`config.mk`:
```
export PLATFORM = sky130hd
export DESIGN_NAME = stbs_search
export DESIGN_NICKNAME = d
export VERILOG_FILES = /design/src/rtl/core/stbs_pkg.sv /design/src/rtl/core/stbs_search.sv
export SDC_FILE = /design/constraint.sdc
export NUM_CORES = 1
export LEC_CHECK = 0
export ABC_AREA = 1
export BUFFER_PORTS_ARGS = -buffer_cell sky130_fd_sc_hd__buf_2
export CAP_MARGIN = 40
export CORE_ASPECT_RATIO = 1.2
export CORE_UTILIZATION = 25
export DETAILED_ROUTE_END_ITERATION = 10
export GPL_TIMING_DRIVEN = 0
export PLACE_DENSITY = 0.41
export SLEW_MARGIN = 20
export SYNTH_ARGS = -nofsm -noshare
export SYNTH_HDL_FRONTEND = slang
export SYNTH_SLANG_ARGS = --single-unit
```
`constraint.sdc`:
```
create_clock -name clk -period 3.6 [get_ports clk]
set_input_delay 0.18 -clock clk [delete_from_list [all_inputs] [get_ports clk]]
set_output_delay 0.18 -clock clk [all_outputs]
set_load 0.02 [all_outputs]
```
`src/rtl/core/stbs_pkg.sv`:
```
// shared constants and types for the sorted table binary search block
package stbs_pkg;

    localparam int TABLE_DEPTH = 1024;
    localparam int IDX_W       = $clog2(TABLE_DEPTH);
    localparam int LEN_W       = $clog2(TABLE_DEPTH + 1);
    localparam int DATA_W      = 32;
    localparam int EIDX_W      = 10;
    localparam int CNT_W       = 11;
    localparam int HIDX_W      = 10;

    localparam int S_TDATA_W   = 80;
    localparam int M_TDATA_W   = 16;
    localparam int APB_AW      = 3;
    localparam int APB_DW      = 32;

    localparam logic             ACT_WRITE     = 1'b0;
    localparam logic             ACT_SEARCH    = 1'b1;
    localparam logic             REG_ENTRIES   = 1'b0;
    localparam logic [CNT_W-1:0] ENTRIES_RESET = 11'd1024;

    typedef struct packed {
        logic              we;
        logic [IDX_W-1:0]  addr;
        logic [DATA_W-1:0] wdata;
    } ram_req_t;

endpackage

```
`src/rtl/core/stbs_search.sv`:
```
// search sequencer: table writes, probe loop and result register
module stbs_search
    import stbs_pkg::*;
(
    input  logic              clk,
    input  logic              rst_n,
    input  logic              in_valid,
    output logic              in_ready,
    input  logic              action,
    input  logic [EIDX_W-1:0] entry_index,
    input  logic [DATA_W-1:0] entry_value,
    input  logic [DATA_W-1:0] target_value,
    input  logic [CNT_W-1:0]  entries_in_use,
    output ram_req_t          ram_req,
    input  logic [DATA_W-1:0] ram_rdata,
    output logic              out_valid,
    input  logic              out_ready,
    output logic              hit,
    output logic [HIDX_W-1:0] hit_index
);

    typedef enum logic [2:0] {
        ST_IDLE  = 3'b001,
        ST_PROBE = 3'b010,
        ST_DONE  = 3'b100
    } state_t;

    state_t             state_reg, state_next;
    logic [LEN_W-1:0]   lo_reg, lo_next;
    logic [LEN_W-1:0]   hi_reg, hi_next;
    logic [IDX_W-1:0]   mid_reg, mid_next;
    logic [DATA_W-1:0]  target_reg, target_next;
    logic               res_hit_reg, res_hit_next;
    logic [IDX_W-1:0]   res_idx_reg, res_idx_next;
    logic               out_valid_reg, out_valid_next;
    logic               out_hit_reg, out_hit_next;
    logic [HIDX_W-1:0]  out_idx_reg, out_idx_next;

    logic               accept;
    logic [LEN_W-1:0]   n_live;
    logic [LEN_W-1:0]   n_m1;
    logic [LEN_W-1:0]   mid_ext;
    logic [LEN_W:0]     sum_l;
    logic [LEN_W:0]     sum_g;
    logic [LEN_W-1:0]   lo_l;
    logic               empty_l;
    logic               empty_g;
    logic               is_eq;
    logic               is_less;
    logic               slot_free;

    assign in_ready  = (state_reg == ST_IDLE);
    assign accept    = in_valid && in_ready;
    assign slot_free = !out_valid_reg || out_ready;

    // live range is [lo, hi), hi exclusive
    always_comb
    begin
        if (32'(entries_in_use) > 32'(TABLE_DEPTH))
        begin
            n_live = LEN_W'(TABLE_DEPTH);
        end
        else
        begin
            n_live = LEN_W'(entries_in_use);
        end
    end

    assign n_m1    = n_live - LEN_W'(1);
    assign mid_ext = LEN_W'(mid_reg);
    // both candidate midpoints are ready before the compare resolves
    assign lo_l    = mid_ext + LEN_W'(1);
    assign empty_l = (lo_l >= hi_reg);
    assign empty_g = (lo_reg >= mid_ext);
    assign sum_l   = {1'b0, mid_ext} + {1'b0, hi_reg};
    assign sum_g   = {1'b0, lo_reg} + {1'b0, mid_ext} - (LEN_W + 1)'(1);
    assign is_eq   = (ram_rdata == target_reg);
    assign is_less = ($signed(ram_rdata) < $signed(target_reg));

    always_comb
    begin
        state_next     = state_reg;
        lo_next        = lo_reg;
        hi_next        = hi_reg;
        mid_next       = mid_reg;
        target_next    = target_reg;
        res_hit_next   = res_hit_reg;
        res_idx_next   = res_idx_reg;
        out_valid_next = out_valid_reg;
        out_hit_next   = out_hit_reg;
        out_idx_next   = out_idx_reg;
        ram_req.we     = 1'b0;
        ram_req.addr   = mid_reg;
        ram_req.wdata  = entry_value;

        if (out_valid_reg && out_ready)
        begin
            out_valid_next = 1'b0;
        end

        case (state_reg)
            ST_IDLE:
            begin
                if (accept)
                begin
                    if (action == ACT_WRITE)
                    begin
                        ram_req.we   = (32'(entry_index) < 32'(TABLE_DEPTH));
                        ram_req.addr = IDX_W'(entry_index);
                    end
                    else
                    begin
                        target_next = target_value;
                        lo_next     = '0;
                        hi_next     = n_live;
                        mid_next    = IDX_W'(n_m1 >> 1);
                        ram_req.addr = IDX_W'(n_m1 >> 1);
                        if (n_live == '0)
                        begin
                            res_hit_next = 1'b0;
                            res_idx_next = '0;
                            state_next   = ST_DONE;
                        end
                        else
                        begin
                            state_next = ST_PROBE;
                        end
                    end
                end
            end
            ST_PROBE:
            begin
                if (is_eq)
                begin
                    res_hit_next = 1'b1;
                    res_idx_next = mid_reg;
                    state_next   = ST_DONE;
                end
                else if (is_less)
                begin
                    lo_next      = lo_l;
                    mid_next     = IDX_W'(sum_l >> 1);
                    ram_req.addr = IDX_W'(sum_l >> 1);
                    if (empty_l)
                    begin
                        res_hit_next = 1'b0;
                        res_idx_next = '0;
                        state_next   = ST_DONE;
                    end
                end
                else
                begin
                    hi_next      = mid_ext;
                    mid_next     = IDX_W'(sum_g >> 1);
                    ram_req.addr = IDX_W'(sum_g >> 1);
                    if (empty_g)
                    begin
                        res_hit_next = 1'b0;
                        res_idx_next = '0;
                        state_next   = ST_DONE;
                    end
                end
            end
            ST_DONE:
            begin
                if (slot_free)
                begin
                    out_valid_next = 1'b1;
                    out_hit_next   = res_hit_reg;
                    out_idx_next   = HIDX_W'(res_idx_reg);
                    state_next     = ST_IDLE;
                end
            end
            default:
            begin
                state_next = ST_IDLE;
            end
        endcase
    end

    always_ff @(posedge clk or negedge rst_n)
    begin
        if (!rst_n)
        begin
            state_reg     <= ST_IDLE;
            out_valid_reg <= 1'b0;
        end
        else
        begin
            state_reg     <= state_next;
            out_valid_reg <= out_valid_next;
        end
    end

    always_ff @(posedge clk)
    begin
        lo_reg      <= lo_next;
        hi_reg      <= hi_next;
        mid_reg     <= mid_next;
        target_reg  <= target_next;
        res_hit_reg <= res_hit_next;
        res_idx_reg <= res_idx_next;
        out_hit_reg <= out_hit_next;
        out_idx_reg <= out_idx_next;
    end

    assign out_valid = out_valid_reg;
    assign hit       = out_hit_reg;
    assign hit_index = out_idx_reg;

    a_write_only_idle: assert property (@(posedge clk) disable iff (!rst_n)
        ram_req.we |-> (state_reg == ST_IDLE))
        else $error("table write outside idle");

    a_range_nonempty: assert property (@(posedge clk) disable iff (!rst_n)
        (state_reg == ST_PROBE) |-> (lo_reg < hi_reg))
        else $error("probing an empty range");

    a_mid_in_range: assert property (@(posedge clk) disable iff (!rst_n)
        (state_reg == ST_PROBE) |-> (mid_ext >= lo_reg && mid_ext < hi_reg))
        else $error("probe outside live range");

    a_miss_index_zero: assert property (@(posedge clk) disable iff (!rst_n)
        (out_valid_reg && !out_hit_reg) |-> (out_idx_reg == '0))
        else $error("miss with nonzero index");

    a_result_after_done: assert property (@(posedge clk) disable iff (!rst_n)
        ($rose(out_valid_reg)) |-> ($past(state_reg) == ST_DONE))
        else $error("result loaded outside done");

endmodule

```
---- Word level (Yosys, flattened, before mapping) ----
Cells that the tools add are included.
operators by class
  equal/unequal tests ..................... 13
  multiplexer cells ....................... 49
  $add $sub $neg .......................... 5
  reduce and logical (&&, ||, !) cells .... 13
  magnitude comparators ................... 4
operator list
  kind                   number
  $mux 10                12
  $mux 11                10
  $pmux 10 s2            3
  $pmux 11 s2            2
  $eq 32x32->1           1
  $lt 32x32->1           1
  $mux 3                 8
  $sub 11x1->11 const B  2
  $reduce_and 5->1       3
  $mux 1                 12
  $add 10x1->11 const B  1
  $add 10x11->11         1
  $add 11x10->11         1
  $ge 11x10->1           1
  $ge 11x11->1           1
  $gt 11x11->1 const B   1
  $logic_not 11->1       1
  $pmux 3 s3             1
  $ne 2x2->1 const B     4
  $ne 4x4->1 const B     2
  $ne 2x1->1 const B     3
  $reduce_and 3->1       2
  $reduce_and 6->1       1
  $eq 3x1->1 const B     1
  other kinds (8)        9
storage, ports and cells
  flip-flop bits (word level) ............. 90
  output and inout bits ................... 56

---- Longest topological paths before layout ----
  depth in word-level cells ............... 7
  mapped depth ............................ 20
  depth with buffers taken out ............ 20

---- Worst setup path after synthesis ----
OpenSTA, ideal clock, no wires.
  kind .................................... reg-to-reg
  start point ............................. reg mid_reg[1]
  end point ............................... reg res_hit_reg, enable pin
  setup time .............................. 0.378 ns
  path slack .............................. 0.545 ns
  data arrival time ....................... 2.677 ns
  cell stages (with the launch flop) ...... 17
  cells stage by stage .................... edfxtp_1 > nand3_1 > nor2_1 > nand2_1 > nor3_1 > nand3_1 > xor2_1 > inv_1 > ha_1 > nand2_1 > nor2_1 > nand3_1 > nand4_1 > a21oi_1 > nand4_1 > nand2_1 > nor2_1
between the ends
  word-level cells in the longest chain between the ends .. 4
  elaborated cells on any way between the ends .. 6
ends and longest elaborated chain
  item                        line                source
  start: declaration          stbs_search.sv:31   logic [IDX_W-1:0] mid_reg, mid_next;
  start signal: assignment    stbs_search.sv:199  mid_reg <= mid_next;
  $add 10x1->11               stbs_search.sv:72   assign lo_l = mid_ext + LEN_W'(1);
  named net lo_l[9]           stbs_search.sv:45   logic [LEN_W-1:0] lo_l;
  $ge 11x11->1                stbs_search.sv:73   assign empty_l = (lo_l >= hi_reg);
  $ne 4x4->1 (no line)        -
  $reduce_and 6->1 (no line)  -
  end signal: assignment      stbs_search.sv:201  res_hit_reg <= res_hit_next;
  end: declaration            stbs_search.sv:33   logic res_hit_reg, res_hit_next;
The timed path passes the listed nets, and every way through them passes these cells.
A chain may end at the register's enable or synchronous reset.

==> impl_metrics.json <==
{
  "io_pins": 178,
  "cts_tree": "yes",
  "synth.avg_cell_area_um2": 8.22,
  "crit_path_max_fanout": 7,
  "crit_required_ps": 3420,
  "core_area_um2": 27200,
  "grt-ovfl-total": 0,
  "drtPass1Iterations": 5,
  "grt_pass1_vias": 5822,
  "worstMarginPinSlew_ps": 646,
  "grt_use_total": 0.148,
  "wirelength_mm": 20.6,
  "ys.flop_type": "edfxtp_1",
  "r2r_setup_slack_ps": 370,
  "die_h_um": 184,
  "run_status": "finished, final reports clean",
  "antennaDiodeCount": 0,
  "final_core_util": 0.330,
  "drive_above_1_share": 0.238,
  "maxSlewHeadroom": 0.570,
  "start_util": 0.255,
  "h-tree-depth": 3,
  "reg2reg_from": "mid_reg[0]",
  "slew_viol_final": 0,
  "synth_adder_area_share": 0.156,
  "vias": 6179,
  "min_delay_path_depth": 1,
  "final.min_clock_period_ps": 3370,
  "synth_seq_cells": 90,
  "largest_reg_flops": 32,
  "grt_max_degree": 19,
  "power.leakage_nw": 4.39,
  "gp_congestion": 0.839,
  "final_cell_mix": "172 x nand2_1, 144 x buf_2, 131 x inv_1",
  "synth_edf_count": 86,
  "die_w_um": 154,
  "ff2ff_path_depth": 18,
  "hp-class": "input pin to flop",
  "synthToLayoutAreaGrowth_pct": 29.3,
  "hold_violations": 0,
  "cp-start-kind": "flop",
  "synth_top_family_by_area": "simple AND/OR/NAND/NOR gates",
  "root_buffer": "clkbuf_16",
  "drt_iter0_drc": 275,
  "die_area_um2": 28400,
  "clk_pin_slew_ps": 70,
  "drcViolationCount": 0,
  "syn_nets": 1049,
  "crit_start": "mid_reg[3]",
  "clkLatencyLatePin_ps": 360,
  "setup_viol": 0,
  "drv_cap": 0,
  "cp_data_arrival_time_ps": 3190,
  "ys_seq_area_frac": 0.388,
  "final.setup.worst_slack_ps": 227,
  "crit_path_end": "ram_req[39]",
  "synth_xor_area_frac": 0.0291,
  "final_common_cell": "nand2_1",
  "ant_nets": 0,
  "nets": 1262,
  "io_buffer_count": 144,
  "clk_path_buf_depth": 2,
  "num_rows": 66,
  "dpl_worst_slack_ps": -125,
  "synth_compound_area_frac": 0.0902,
  "r2r_end": "res_idx_reg[9]",
  "muxShareOfSynthArea": 0,
  "ys_warn_count": 0,
  "antenna_found_initial": 0,
  "synthSimpleGateAreaFrac": 0.217,
  "post-route-period-util": 0.937,
  "synthTopCellsByArea": "edfxtp_1 37%, ha_1 15%, nand2_1 9.3%",
  "cp-end-kind": "primary output",
  "synth_cells": 842,
  "power.density_nw_per_um2": 869,
  "yosys.area.top_type_share": 0.373,
  "synth_top_cell_by_area": "edfxtp_1",
  "wl_per_cell_um": 14.7,
  "post-dp-hpwl_mm": 16.7,
  "cts_sinks": 90,
  "timing.fmax_mhz": 297,
  "via_per_inst": 4.41,
  "synth.distinct_cells": 44,
  "cts-buffers-inserted": 9,
  "path_class": "flop to primary output",
  "final.setup_skew_ps": 14.1,
  "synth_area_um2": 6930,
  "peakVddDrop_uv": 362,
  "grt_pass1_wl_mm": 31.4,
  "async_flop_share": 0.0444
}
-- cells in the mapped netlist, types with 3 or more instances --
cell / number
o21ai_0: 34
xor2_1: 16
o211ai_1: 6
a22oi_1: 4
inv_1: 135
buf_4: 34
nand3_1: 47
nand2_1: 172
nor2_1: 90
ha_1: 83
clkbuf_1: 6
o21bai_1: 3
nor3_1: 5
nand2_2: 5
dfrtp_1: 3
xnor2_1: 7
a21oi_1: 44
o21a_1: 3
nor4_1: 3
edfxtp_1: 86
nand4_1: 20
-- cell families (layout without fill, tap and decap cells) --
family / count (synthesis) / in the layout
xor+xnor: 23 / 23
compound gates: 108 / 108
buf+inv: 184 / 402
fa+ha+maj: 85 / 85
flops: 90 / 90
simple gates: 352 / 352
-- metal layers --
layer | track usage | wire length, um
met1 | 0.188 | 9470
met3 | 0.0256 | 992
met2 | 0.253 | 9790
met5 | 0 | 0
met4 | 0.0452 | 338
-- metrics by stage --
stage               instances  TNS (ps)  cell area, um2  hold slack (ps)  power [mW]
floorplan                 842         0            6930             -116        4.96
global placement         1326     -3750            8070            -5.84        6.52
detailed placement       1328     -1000            8110            -10.1        6.49
CTS                      1380         0            8770             5.40        7.61
global route             1400    -0.360            8960            0.504        8.50
finish                   1400         0            8960             16.9        7.78
-- final cells by class --
| type | count | area (um2) |
|---|---|---|
| Clock buffer | 9 | 225 |
| Sequential cell | 90 | 2680 |
| Inverter | 139 | 526 |
| Tap cell | 340 | 425 |
| Clock inverter | 7 | 85.1 |
| Fill cell | 2924 | 18200 |
| Buffer | 45 | 323 |
| Multi-Input combinational cell | 568 | 3430 |
| Timing Repair Buffer | 202 | 1260 |
-- worst max-delay path, stage by stage (launching register included) --
cell and delay, ps:
edfxtp_1 370, buf_6 150, clkinvlp_4 140, ha_1 290, inv_1 50, ha_1 360
a21oi_2 190, o21ai_0 130, a21oi_1 210, nor2_1 70, nor2_1 110, xor2_1 240
nand2_1 90, nand3_1 140, nand4_1 120, buf_2 180
-- how the worst min path moves through the flow --
| stage | end | start | slack (ps) |
|---|---|---|---|
| after floorplan | out_valid | rst_n | -120 |
| after global placement | out_valid | rst_n | -6 |
| after detailed placement | out_valid | rst_n | -10 |
| after CTS | target_reg[12] | target_value[12] | 5 |
| after global routing | target_reg[12] | target_value[12] | 0.5 |
| final | target_reg[12] | target_value[12] | 20 |
-- where the power goes --
group / internal, mW / total (mW) / leakage, nW / switching (mW)
Sequential: 1.54 / 1.72 / 0.878 / 0.175
Combinational: 1.84 / 5.05 / 3.37 / 3.21
Clock: 0.552 / 1.01 / 0.146 / 0.462
Total: 3.93 / 7.78 / 4.39 / 3.85
-- timing repair --
item                                   in CTS  in global routing
setup buffers                               4                 18
hold buffers                               32                  0
resized for setup                           1                 15
setup endpoints to repair                  11                 16
pin swaps                                   0                  2
endpoints found under the hold margin      35                  0
(Power assumes the default switching activity.)
